### config.mk
export PLATFORM = sky130hd
export DESIGN_NAME = battery_charge_percent_estimator_unit
export DESIGN_NICKNAME = d
export VERILOG_FILES = /design/src/hw/rtl/bcpe_pkg.sv /design/src/hw/rtl/bcpe_front.sv /design/src/hw/rtl/bcpe_fifo.sv /design/src/hw/rtl/bcpe_scale.sv /design/src/hw/rtl/bcpe_curve.sv /design/src/hw/rtl/battery_charge_percent_estimator_unit.sv
export SDC_FILE = /design/constraint.sdc
export NUM_CORES = 2
export LEC_CHECK = 0
export ABC_AREA = 0
export BUFFER_PORTS_ARGS = -buffer_cell sky130_fd_sc_hd__buf_2
export CAP_MARGIN = 0
export CORE_MARGIN = 2
export CORE_UTILIZATION = 60
export CTS_CLUSTER_DIAMETER = 40
export DETAILED_ROUTE_END_ITERATION = 8
export GPL_TIMING_DRIVEN = 0
export MAX_ROUTING_LAYER = met4
export PLACE_DENSITY_LB_ADDON = 0.1
export SYNTH_ARGS = -nofsm -noshare
export SYNTH_HDL_FRONTEND = slang
export SYNTH_SLANG_ARGS = --single-unit
### constraint.sdc
create_clock -name clk -period 45.4 [get_ports clk]
set_input_delay 13.62 -clock clk [delete_from_list [all_inputs] [get_ports clk]]
set_output_delay 13.62 -clock clk [all_outputs]
set_load 0.02 [all_outputs]
### src/hw/rtl/bcpe_pkg.sv
// Package for the battery charge percent estimator: payload types, register
// indexes, the fixed LiPo discharge curve and shared widths.
// Depends on nothing; every other file of the block imports it.
package bcpe_pkg;

	localparam int TAP_W   = 16;
	localparam int OHMS_W  = 24;
	localparam int PROD_W  = TAP_W + OHMS_W;
	localparam int MV_W    = 16;
	localparam int PC_W    = 7;
	localparam int CMV_W   = 13;
	localparam int SPAN_W  = 9;
	localparam int DP_W    = 4;
	localparam int NUM_W   = SPAN_W + DP_W;
	localparam int QPC_W   = 4;
	localparam int CFG_IDX_W = 2;

	localparam int CURVE_POINTS = 20;

	localparam logic [MV_W-1:0]   MV_FULL  = 16'd4200;
	localparam logic [MV_W-1:0]   MV_EMPTY = 16'd3270;
	localparam logic [PC_W-1:0]   PC_FULL  = 7'd100;
	localparam logic [PC_W-1:0]   PC_EMPTY = 7'd0;
	localparam logic [OHMS_W-1:0] TOTAL_RES_RST = 24'd1500000;
	localparam logic [OHMS_W-1:0] LOWER_RES_RST = 24'd1000000;

	// Curve points, highest voltage first.
	localparam logic [CMV_W-1:0] CURVE_MV [CURVE_POINTS] = '{
		13'd4200, 13'd4110, 13'd4080, 13'd4020, 13'd3980,
		13'd3950, 13'd3910, 13'd3870, 13'd3850, 13'd3840,
		13'd3820, 13'd3800, 13'd3790, 13'd3770, 13'd3750,
		13'd3730, 13'd3710, 13'd3690, 13'd3610, 13'd3270
	};
	localparam logic [PC_W-1:0] CURVE_PC [CURVE_POINTS] = '{
		7'd100, 7'd90, 7'd85, 7'd80, 7'd75,
		7'd70,  7'd65, 7'd60, 7'd55, 7'd50,
		7'd45,  7'd40, 7'd35, 7'd30, 7'd25,
		7'd20,  7'd15, 7'd10, 7'd5,  7'd0
	};

	typedef enum logic [CFG_IDX_W-1:0] {
		CFG_TOTAL_RES = 2'd0,
		CFG_LOWER_RES = 2'd1
	} cfg_reg_t;

	typedef enum logic [1:0] {
		SOC_EMPTY = 2'd0,
		SOC_FULL  = 2'd1,
		SOC_SEG   = 2'd2
	} soc_cls_t;

	typedef struct packed {
		logic [TAP_W-1:0] tap_millivolts;
		logic             reading_good;
	} in_item_t;

	typedef struct packed {
		logic [PC_W-1:0] charge_percent;
		logic [MV_W-1:0] battery_millivolts;
	} out_item_t;

	typedef struct packed {
		logic nonempty;
		logic full;
		logic two_free;
	} fifo_stat_t;

	typedef struct packed {
		logic            vld;
		logic [MV_W-1:0] mv;
	} mv_item_t;

endpackage

### src/hw/rtl/bcpe_front.sv
// Front end: configuration registers, input acceptance, bad-reading filter
// and the tap-times-total-resistance multiply. Depends on bcpe_pkg.
module bcpe_front
	import bcpe_pkg::*;
(
	input  logic                 clk,
	input  logic                 arst_n,
	input  logic                 cfg_write,
	input  logic [CFG_IDX_W-1:0] cfg_index,
	input  logic [OHMS_W-1:0]    cfg_data,
	input  logic                 in_valid,
	output logic                 in_stall,
	input  in_item_t             in_data,
	input  fifo_stat_t           fifo_stat,
	output logic                 push,
	output logic [PROD_W-1:0]    push_data,
	output logic [OHMS_W-1:0]    lower_res
);

	logic [OHMS_W-1:0] total_res_q;
	logic [OHMS_W-1:0] lower_res_q;
	logic              vld_s1;
	logic [PROD_W-1:0] prod_s1;
	logic              take;

	always_ff @(posedge clk or negedge arst_n) begin
		if (!arst_n) begin
			total_res_q <= TOTAL_RES_RST;
			lower_res_q <= LOWER_RES_RST;
		end else if (cfg_write) begin
			case (cfg_index)
				CFG_TOTAL_RES: total_res_q <= cfg_data;
				CFG_LOWER_RES: lower_res_q <= cfg_data;
				default: ;
			endcase
		end
	end

	// The stage register always drains into the queue, so an item may enter
	// only when the queue has room for it and for what the stage holds now.
	assign in_stall = vld_s1 ? !fifo_stat.two_free : fifo_stat.full;
	assign take     = in_valid && !in_stall;

	always_ff @(posedge clk or negedge arst_n) begin
		if (!arst_n) begin
			vld_s1 <= 1'b0;
		end else begin
			vld_s1 <= take && in_data.reading_good;
		end
	end

	always_ff @(posedge clk) begin
		prod_s1 <= PROD_W'(in_data.tap_millivolts) * PROD_W'(total_res_q);
	end

	assign push      = vld_s1;
	assign push_data = prod_s1;
	assign lower_res = lower_res_q;

endmodule

### src/hw/rtl/bcpe_fifo.sv
// Short queue between the front end and the back end, holding products.
// Depends on bcpe_pkg.
module bcpe_fifo
	import bcpe_pkg::*;
#(
	parameter int DEPTH = 4
) (
	input  logic              clk,
	input  logic              arst_n,
	input  logic              push,
	input  logic [PROD_W-1:0] push_data,
	input  logic              pop,
	output logic [PROD_W-1:0] head,
	output fifo_stat_t        stat
);

	localparam int PTR_W = (DEPTH > 1) ? $clog2(DEPTH) : 1;
	localparam int CNT_W = $clog2(DEPTH + 1);

	logic [PROD_W-1:0] mem_q [DEPTH];
	logic [PTR_W-1:0]  wptr_q;
	logic [PTR_W-1:0]  rptr_q;
	logic [CNT_W-1:0]  count_q;

	always_ff @(posedge clk) begin
		if (push) begin
			mem_q[wptr_q] <= push_data;
		end
	end

	always_ff @(posedge clk or negedge arst_n) begin
		if (!arst_n) begin
			wptr_q  <= '0;
			rptr_q  <= '0;
			count_q <= '0;
		end else begin
			if (push) begin
				wptr_q <= (wptr_q == PTR_W'(DEPTH - 1)) ? '0 : wptr_q + PTR_W'(1);
			end
			if (pop) begin
				rptr_q <= (rptr_q == PTR_W'(DEPTH - 1)) ? '0 : rptr_q + PTR_W'(1);
			end
			if (push && !pop) begin
				count_q <= count_q + CNT_W'(1);
			end else if (pop && !push) begin
				count_q <= count_q - CNT_W'(1);
			end
		end
	end

	assign head          = mem_q[rptr_q];
	assign stat.nonempty = (count_q != '0);
	assign stat.full     = (count_q == CNT_W'(DEPTH));
	assign stat.two_free = (count_q <= CNT_W'(DEPTH - 2));

endmodule

### src/hw/rtl/bcpe_scale.sv
// Back end, first half: saturation check and a pipelined restoring divider
// that yields the battery voltage, one quotient bit per stage.
// Depends on bcpe_pkg.
module bcpe_scale
	import bcpe_pkg::*;
(
	input  logic              clk,
	input  logic              arst_n,
	input  logic              en,
	input  logic              in_vld,
	input  logic [PROD_W-1:0] prod,
	input  logic [OHMS_W-1:0] lower_res,
	output mv_item_t          volt
);

	logic [MV_W:0]       vld_s;
	logic [MV_W:0]       sat_s;
	logic [PROD_W-1:0]   rem_s [0:MV_W-1];
	logic [MV_W-1:0]     quo_s [0:MV_W];
	logic [MV_W-1:0]     ge;
	logic [PROD_W-1:0]   rem_nx [0:MV_W-1];
	logic [PROD_W-1:0]   dsh [0:MV_W-1];
	logic                sat_in;

	// A quotient of 65536 or more, a zero divisor included, saturates.
	assign sat_in = (prod >= {lower_res, {MV_W{1'b0}}});

	always_comb begin
		for (int k = 0; k < MV_W; k++) begin
			dsh[k]    = PROD_W'(lower_res) << (MV_W - 1 - k);
			ge[k]     = (rem_s[k] >= dsh[k]);
			rem_nx[k] = ge[k] ? (rem_s[k] - dsh[k]) : rem_s[k];
		end
	end

	always_ff @(posedge clk or negedge arst_n) begin
		if (!arst_n) begin
			vld_s <= '0;
		end else if (en) begin
			vld_s <= {vld_s[MV_W-1:0], in_vld};
		end
	end

	always_ff @(posedge clk) begin
		if (en) begin
			rem_s[0] <= prod;
			quo_s[0] <= '0;
			sat_s[0] <= sat_in;
			for (int k = 0; k < MV_W; k++) begin
				quo_s[k+1] <= {quo_s[k][MV_W-2:0], ge[k]};
				sat_s[k+1] <= sat_s[k];
			end
			for (int k = 0; k < MV_W - 1; k++) begin
				rem_s[k+1] <= rem_nx[k];
			end
		end
	end

	assign volt.vld = vld_s[MV_W];
	assign volt.mv  = sat_s[MV_W] ? {MV_W{1'b1}} : quo_s[MV_W];

endmodule

### src/hw/rtl/bcpe_curve.sv
// Back end, second half: curve segment search, interpolation multiply,
// a four-step divider by the segment width and the output register.
// Depends on bcpe_pkg.
module bcpe_curve
	import bcpe_pkg::*;
(
	input  logic      clk,
	input  logic      arst_n,
	input  logic      en,
	input  mv_item_t  volt,
	output logic      out_valid,
	output out_item_t out_data
);

	logic [SPAN_W-1:0] sel_off;
	logic [SPAN_W-1:0] sel_span;
	logic [DP_W-1:0]   sel_dp;
	logic [PC_W-1:0]   sel_lopc;
	soc_cls_t          sel_cls;

	logic              vld_s1;
	soc_cls_t          cls_s1;
	logic [MV_W-1:0]   mv_s1;
	logic [SPAN_W-1:0] off_s1;
	logic [SPAN_W-1:0] span_s1;
	logic [DP_W-1:0]   dp_s1;
	logic [PC_W-1:0]   lopc_s1;

	logic              vld_s2;
	soc_cls_t          cls_s2;
	logic [MV_W-1:0]   mv_s2;
	logic [NUM_W-1:0]  num_s2;
	logic [SPAN_W-1:0] span_s2;
	logic [PC_W-1:0]   lopc_s2;

	logic [QPC_W-1:0]  dvld_s;
	soc_cls_t          dcls_s  [0:QPC_W-1];
	logic [MV_W-1:0]   dmv_s   [0:QPC_W-1];
	logic [NUM_W-1:0]  drem_s  [0:QPC_W-1];
	logic [SPAN_W-1:0] dspan_s [0:QPC_W-1];
	logic [PC_W-1:0]   dlopc_s [0:QPC_W-1];
	logic [QPC_W-1:0]  dquo_s  [0:QPC_W-1];

	logic [NUM_W-1:0]  dvsh    [0:QPC_W-1];
	logic [QPC_W-1:0]  dge;
	logic [NUM_W-1:0]  drem_nx [0:QPC_W-1];
	logic [PC_W-1:0]   pc_final;

	// The first segment that holds the voltage wins, so scan from the bottom
	// of the table up and let the higher segments overwrite.
	always_comb begin
		sel_off  = '0;
		sel_span = '0;
		sel_dp   = '0;
		sel_lopc = '0;
		for (int k = CURVE_POINTS - 2; k >= 0; k--) begin
			if (volt.mv <= MV_W'(CURVE_MV[k]) && volt.mv >= MV_W'(CURVE_MV[k+1])) begin
				sel_span = SPAN_W'(CURVE_MV[k] - CURVE_MV[k+1]);
				sel_dp   = DP_W'(CURVE_PC[k] - CURVE_PC[k+1]);
				sel_lopc = CURVE_PC[k+1];
				sel_off  = SPAN_W'(volt.mv - MV_W'(CURVE_MV[k+1]));
			end
		end
		if (volt.mv >= MV_FULL) begin
			sel_cls = SOC_FULL;
		end else if (volt.mv <= MV_EMPTY) begin
			sel_cls = SOC_EMPTY;
		end else begin
			sel_cls = SOC_SEG;
		end
	end

	always_comb begin
		for (int j = 0; j < QPC_W; j++) begin
			dvsh[j]    = NUM_W'(dspan_s[j]) << (QPC_W - 1 - j);
			dge[j]     = (drem_s[j] >= dvsh[j]);
			drem_nx[j] = dge[j] ? (drem_s[j] - dvsh[j]) : drem_s[j];
		end
	end

	always_comb begin
		case (dcls_s[QPC_W-1])
			SOC_FULL:  pc_final = PC_FULL;
			SOC_EMPTY: pc_final = PC_EMPTY;
			SOC_SEG:   pc_final = dlopc_s[QPC_W-1]
				+ PC_W'({dquo_s[QPC_W-1][QPC_W-2:0], dge[QPC_W-1]});
			default:   pc_final = PC_EMPTY;
		endcase
	end

	always_ff @(posedge clk or negedge arst_n) begin
		if (!arst_n) begin
			vld_s1    <= 1'b0;
			vld_s2    <= 1'b0;
			dvld_s    <= '0;
			out_valid <= 1'b0;
		end else if (en) begin
			vld_s1    <= volt.vld;
			vld_s2    <= vld_s1;
			dvld_s    <= {dvld_s[QPC_W-2:0], vld_s2};
			out_valid <= dvld_s[QPC_W-1];
		end
	end

	always_ff @(posedge clk) begin
		if (en) begin
			cls_s1  <= sel_cls;
			mv_s1   <= volt.mv;
			off_s1  <= sel_off;
			span_s1 <= sel_span;
			dp_s1   <= sel_dp;
			lopc_s1 <= sel_lopc;

			cls_s2  <= cls_s1;
			mv_s2   <= mv_s1;
			num_s2  <= NUM_W'(off_s1) * NUM_W'(dp_s1);
			span_s2 <= span_s1;
			lopc_s2 <= lopc_s1;

			dcls_s[0]  <= cls_s2;
			dmv_s[0]   <= mv_s2;
			drem_s[0]  <= num_s2;
			dspan_s[0] <= span_s2;
			dlopc_s[0] <= lopc_s2;
			dquo_s[0]  <= '0;
			for (int j = 0; j < QPC_W - 1; j++) begin
				dcls_s[j+1]  <= dcls_s[j];
				dmv_s[j+1]   <= dmv_s[j];
				drem_s[j+1]  <= drem_nx[j];
				dspan_s[j+1] <= dspan_s[j];
				dlopc_s[j+1] <= dlopc_s[j];
				dquo_s[j+1]  <= {dquo_s[j][QPC_W-2:0], dge[j]};
			end

			out_data.charge_percent     <= pc_final;
			out_data.battery_millivolts <= dmv_s[QPC_W-1];
		end
	end

endmodule

### src/hw/rtl/battery_charge_percent_estimator_unit.sv
// Battery charge percent estimator, top level. One reading is taken every
// cycle while the output is not stalled, the rate being set by the fully
// pipelined 16-stage voltage divider and 4-stage interpolation divider.
// Reset is asynchronous, active low: it empties the pipeline and queue and
// loads the divider registers with 1500000 and 1000000 ohms. Uses bcpe_pkg
// and the bcpe_ front, fifo, scale and curve parts.
module battery_charge_percent_estimator_unit
	import bcpe_pkg::*;
#(
	parameter int FIFO_DEPTH = 4
) (
	input  logic                 clk,
	input  logic                 arst_n,
	input  logic                 cfg_write,
	input  logic [CFG_IDX_W-1:0] cfg_index,
	input  logic [OHMS_W-1:0]    cfg_data,
	input  logic                 in_valid,
	output logic                 in_stall,
	input  in_item_t             in_data,
	output logic                 out_valid,
	input  logic                 out_stall,
	output out_item_t            out_data
);

	// Front end: holds the two resistance registers, takes a transfer when
	// the queue can absorb it, drops readings flagged as bad and forms the
	// 40-bit product of tap voltage and total resistance in one stage.
	// Back end: one stall-together pipeline. It pulls a product from the
	// queue whenever its last stage is empty or being taken, divides by the
	// lower-leg resistance one quotient bit per stage with saturation at
	// 65535 mV, then looks the voltage up in the discharge curve and
	// interpolates inside the matching segment.

	fifo_stat_t        fifo_stat;
	logic              push;
	logic [PROD_W-1:0] push_data;
	logic [PROD_W-1:0] head;
	logic [OHMS_W-1:0] lower_res;
	logic              back_en;
	logic              pop;
	mv_item_t          volt;

	// The whole back end advances unless a finished result sits unclaimed.
	assign back_en = !out_valid || !out_stall;
	assign pop     = back_en && fifo_stat.nonempty;

	bcpe_front u_front (
		.clk       (clk),
		.arst_n    (arst_n),
		.cfg_write (cfg_write),
		.cfg_index (cfg_index),
		.cfg_data  (cfg_data),
		.in_valid  (in_valid),
		.in_stall  (in_stall),
		.in_data   (in_data),
		.fifo_stat (fifo_stat),
		.push      (push),
		.push_data (push_data),
		.lower_res (lower_res)
	);

	bcpe_fifo #(
		.DEPTH (FIFO_DEPTH)
	) u_fifo (
		.clk       (clk),
		.arst_n    (arst_n),
		.push      (push),
		.push_data (push_data),
		.pop       (pop),
		.head      (head),
		.stat      (fifo_stat)
	);

	bcpe_scale u_scale (
		.clk       (clk),
		.arst_n    (arst_n),
		.en        (back_en),
		.in_vld    (pop),
		.prod      (head),
		.lower_res (lower_res),
		.volt      (volt)
	);

	bcpe_curve u_curve (
		.clk       (clk),
		.arst_n    (arst_n),
		.en        (back_en),
		.volt      (volt),
		.out_valid (out_valid),
		.out_data  (out_data)
	);

endmodule

==> qor.csv <==
metric,value,unit
status,finished clean,
nets,8798,
wl,228,mm
grt_max_degree,114,
holdPathStages,0,
rsz0062_at_grt,no,
synth_top_family_by_area,adder cells,
crit_type,in2reg,
muxShareOfSynthArea,0.0348,
synth_edf_count,1250,
vias_per_cell,6.13,
mostFrequentLayoutCells,"edfxtp_1, nand2_1, ha_1",
seq_area_frac_synth,0.471,
period_share,0.455,
ys.flop_type,edfxtp_1,
grt_pass1_wl,350,mm
grt_use_met3,0.0493,
cts-root-buf,clkbuf_16,
busiest_layer,met2,
setup_violations,0,
critPathSlowestCell,a2111oi_0,
insertion_delay,0.83,ns
mostFrequentLayoutCell,edfxtp_1,
place_congestion,0.990,
cts_resized,0,
path_cells,"buf_2, clkbuf_1, nand2_1, fa_1, fa_1, fa_1, fa_1, fa_1, fa_1, inv_1, ha_1, clkbuf_1, nand4_1, or3_1, a2111oi_0, o21ai_0, a21oi_1, a21o_1, a21oi_1, xnor2_1",
fmax,48.4,MHz
yosys.area_share.xor_xnor,0.0507,
ys.warnings.count,0,
drv_slew,0,
drive_above_1_share,0.0944,
grt_pass1_vias,60211,
synthSimpleGateAreaFrac,0.121,
clock-sinks,1370,
worstHoldEndpoint,u_scale.quo_s[0][226]$_DFFE_PP_,
rows,138,
chipWidth,382,um
required,46.12,ns
hp-class,reg2reg,
fin_crit,20.68,ns
placed_area,89000,um^2
synth.distinct_cells,99,
hold_ws,0.399,ns
synth_area_leaders,"edfxtp_1, ha_1, fa_1",
clk_pin_slew_worst_paths,0.06,ns
cp-start-kind,input port,
post_cts_buffers,0,
first_iter_violations,5400,
detailedRoute.firstPassIterationCount,8,
met2_usage,0.515,
met1_usage,0.407,
antenna_found_initial,2,
dp_hpwl,168,mm
cts.path.max_buffers,3,
grt_overflow_total,0,
worstPathArrival,21.39,ns
worstPathMaxFanout,10,
critPathMaxStageDelay,1.07,ns
utilization,0.675,
clock_skew,0.0426,ns
ant_nets,0,
worstMarginPinSlew,1.36,ns
critPathCaptureType,flip-flop,
netlist.area_leader.share,0.439,
grtUsageTotal,0.323,
syn_area,85600,um^2
routedWlPerCell,23.1,um
io_buffer_count,72,
synth_compound_area_frac,0.121,
layout-area-overhead-vs-synth,11.7,%
hold_start,u_scale.quo_s[0][209]$_DFFE_PP_,
drc,0,
tns,0,ns
core,142000,um^2
cp_num_buf_inv,4,
reg2reg_depth,19,
ioPinCount,73,
hold_viol_final,0,
postSynthCellCount,7525,
yosys.area.top_type,edfxtp_1,
regToRegSetupSlack,37.02,ns
htreeDepth,4,
slew_headroom,0.0715,
r2r_start,u_front.total_res_q[15]$_DFFE_PN1P_,
async_reset_ff_frac,0.0584,
crit_family,adder cells,
start_util,0.605,
via_count,60463,
synthAdderAreaFrac,0.167,
syn_area_per_cell,11.4,um^2
drv_cap,0,
synth_seq_cells,1370,
die_area,146000,um^2
hold_buffers,0,
final_area,95600,um^2
r2r_end,u_front.push_data[37]$_DFF_P_,
cts_tree,done,
synth_fp_nets,8509,
critPathMostFrequentCell,fa_1,
cts_inserted_buffers,188,
die_h,382,um
stage by stage:
| stage | instances | setup WS, ns |
|---|---|---|
| 2_1_floorplan | 7525 | 15.96 |
| 3_3_place_gp | 9487 | 11.64 |
| 3_5_place_dp | 9514 | 24.19 |
| 4_1_cts | 9866 | 25.03 |
| 5_1_grt | 9868 | 24.42 |
| 6_report | 9868 | 24.72 |
synthesized netlist by cell type (all sizes together) (92+ instances only):
cell    instances
fa            340
inv           553
a21o          199
xnor2         298
nand2b         92
xor2          198
nor3          118
o21ai         366
nand3         114
and2          210
nand2         604
a21oi         537
ha            596
clkbuf        174
edfxtp       1250
nor2          476
mux2          175
per-layer routing:
metal	share of wire	routed length (um)
met1	0.41	93200
met2	0.48	109000
met3	0.063	14300
met4	0.051	11600
met5	0	0
worst register-to-register path, delay by kind of cell, from the launching register on:
kind	cells	cell delay, ns
DFF	1	0.65
adders and majority gates	7	3.51
buffers and inverters	3	1.00
and+or+nand+nor	3	0.85
xor gates and xnor gates	1	0.25
AOI/OAI and AO/OA	5	2.05
cell type report:
| cell class | count | area, um^2 |
|---|---|---|
| diodes | 2 | 5.00 |
| plain buffers | 206 | 815 |
| clock buffers | 206 | 4840 |
| clock inverters | 146 | 1760 |
| fillers | 10562 | 46000 |
| inverters | 558 | 2090 |
| multi-input cells | 5391 | 42400 |
| flip-flops and latches | 1370 | 40400 |
| well taps | 1890 | 2360 |
| repair buffers | 99 | 985 |
logic make-up after synthesis:
group	count (synthesis)
xor gates and xnor gates	496
muxes	226
and+or+nand+nor	2096
buffers and inverters	764
AOI/OAI and AO/OA	1637
adders and majority gates	936
DFF	1370
flip-flops by register name, indices dropped and copies added, names as in the netlist, 28 cells and up:
| name | flops |
|---|---|
| u_front.push_data | 40 |
| u_curve.dmv_s | 64 |
| u_curve.drem_s | 52 |
| u_scale.quo_s | 136 |
| u_scale.rem_s | 640 |
| u_fifo.mem_q | 160 |
| u_curve.dlopc_s | 28 |
| u_curve.dspan_s | 28 |
worst max path at each step:
stage,endpoint,from,cells after the start
after floorplan,u_scale.vld_s[10]$_DFFE_PN0P_,out_stall,3
after global placement,u_scale.vld_s[12]$_DFFE_PN0P_,out_stall,4
after detailed placement,u_front.push_data[32]$_DFF_P_,in_data[16],22
after CTS,u_front.push_data[32]$_DFF_P_,in_data[16],22
after global routing,u_front.push_data[32]$_DFF_P_,in_data[10],22
final,u_front.push_data[37]$_DFF_P_,in_data[16],20
Power is left out: the tool's default activity adds up to more than one toggle a clock period on the data nets, which glitch-free logic cannot reach.
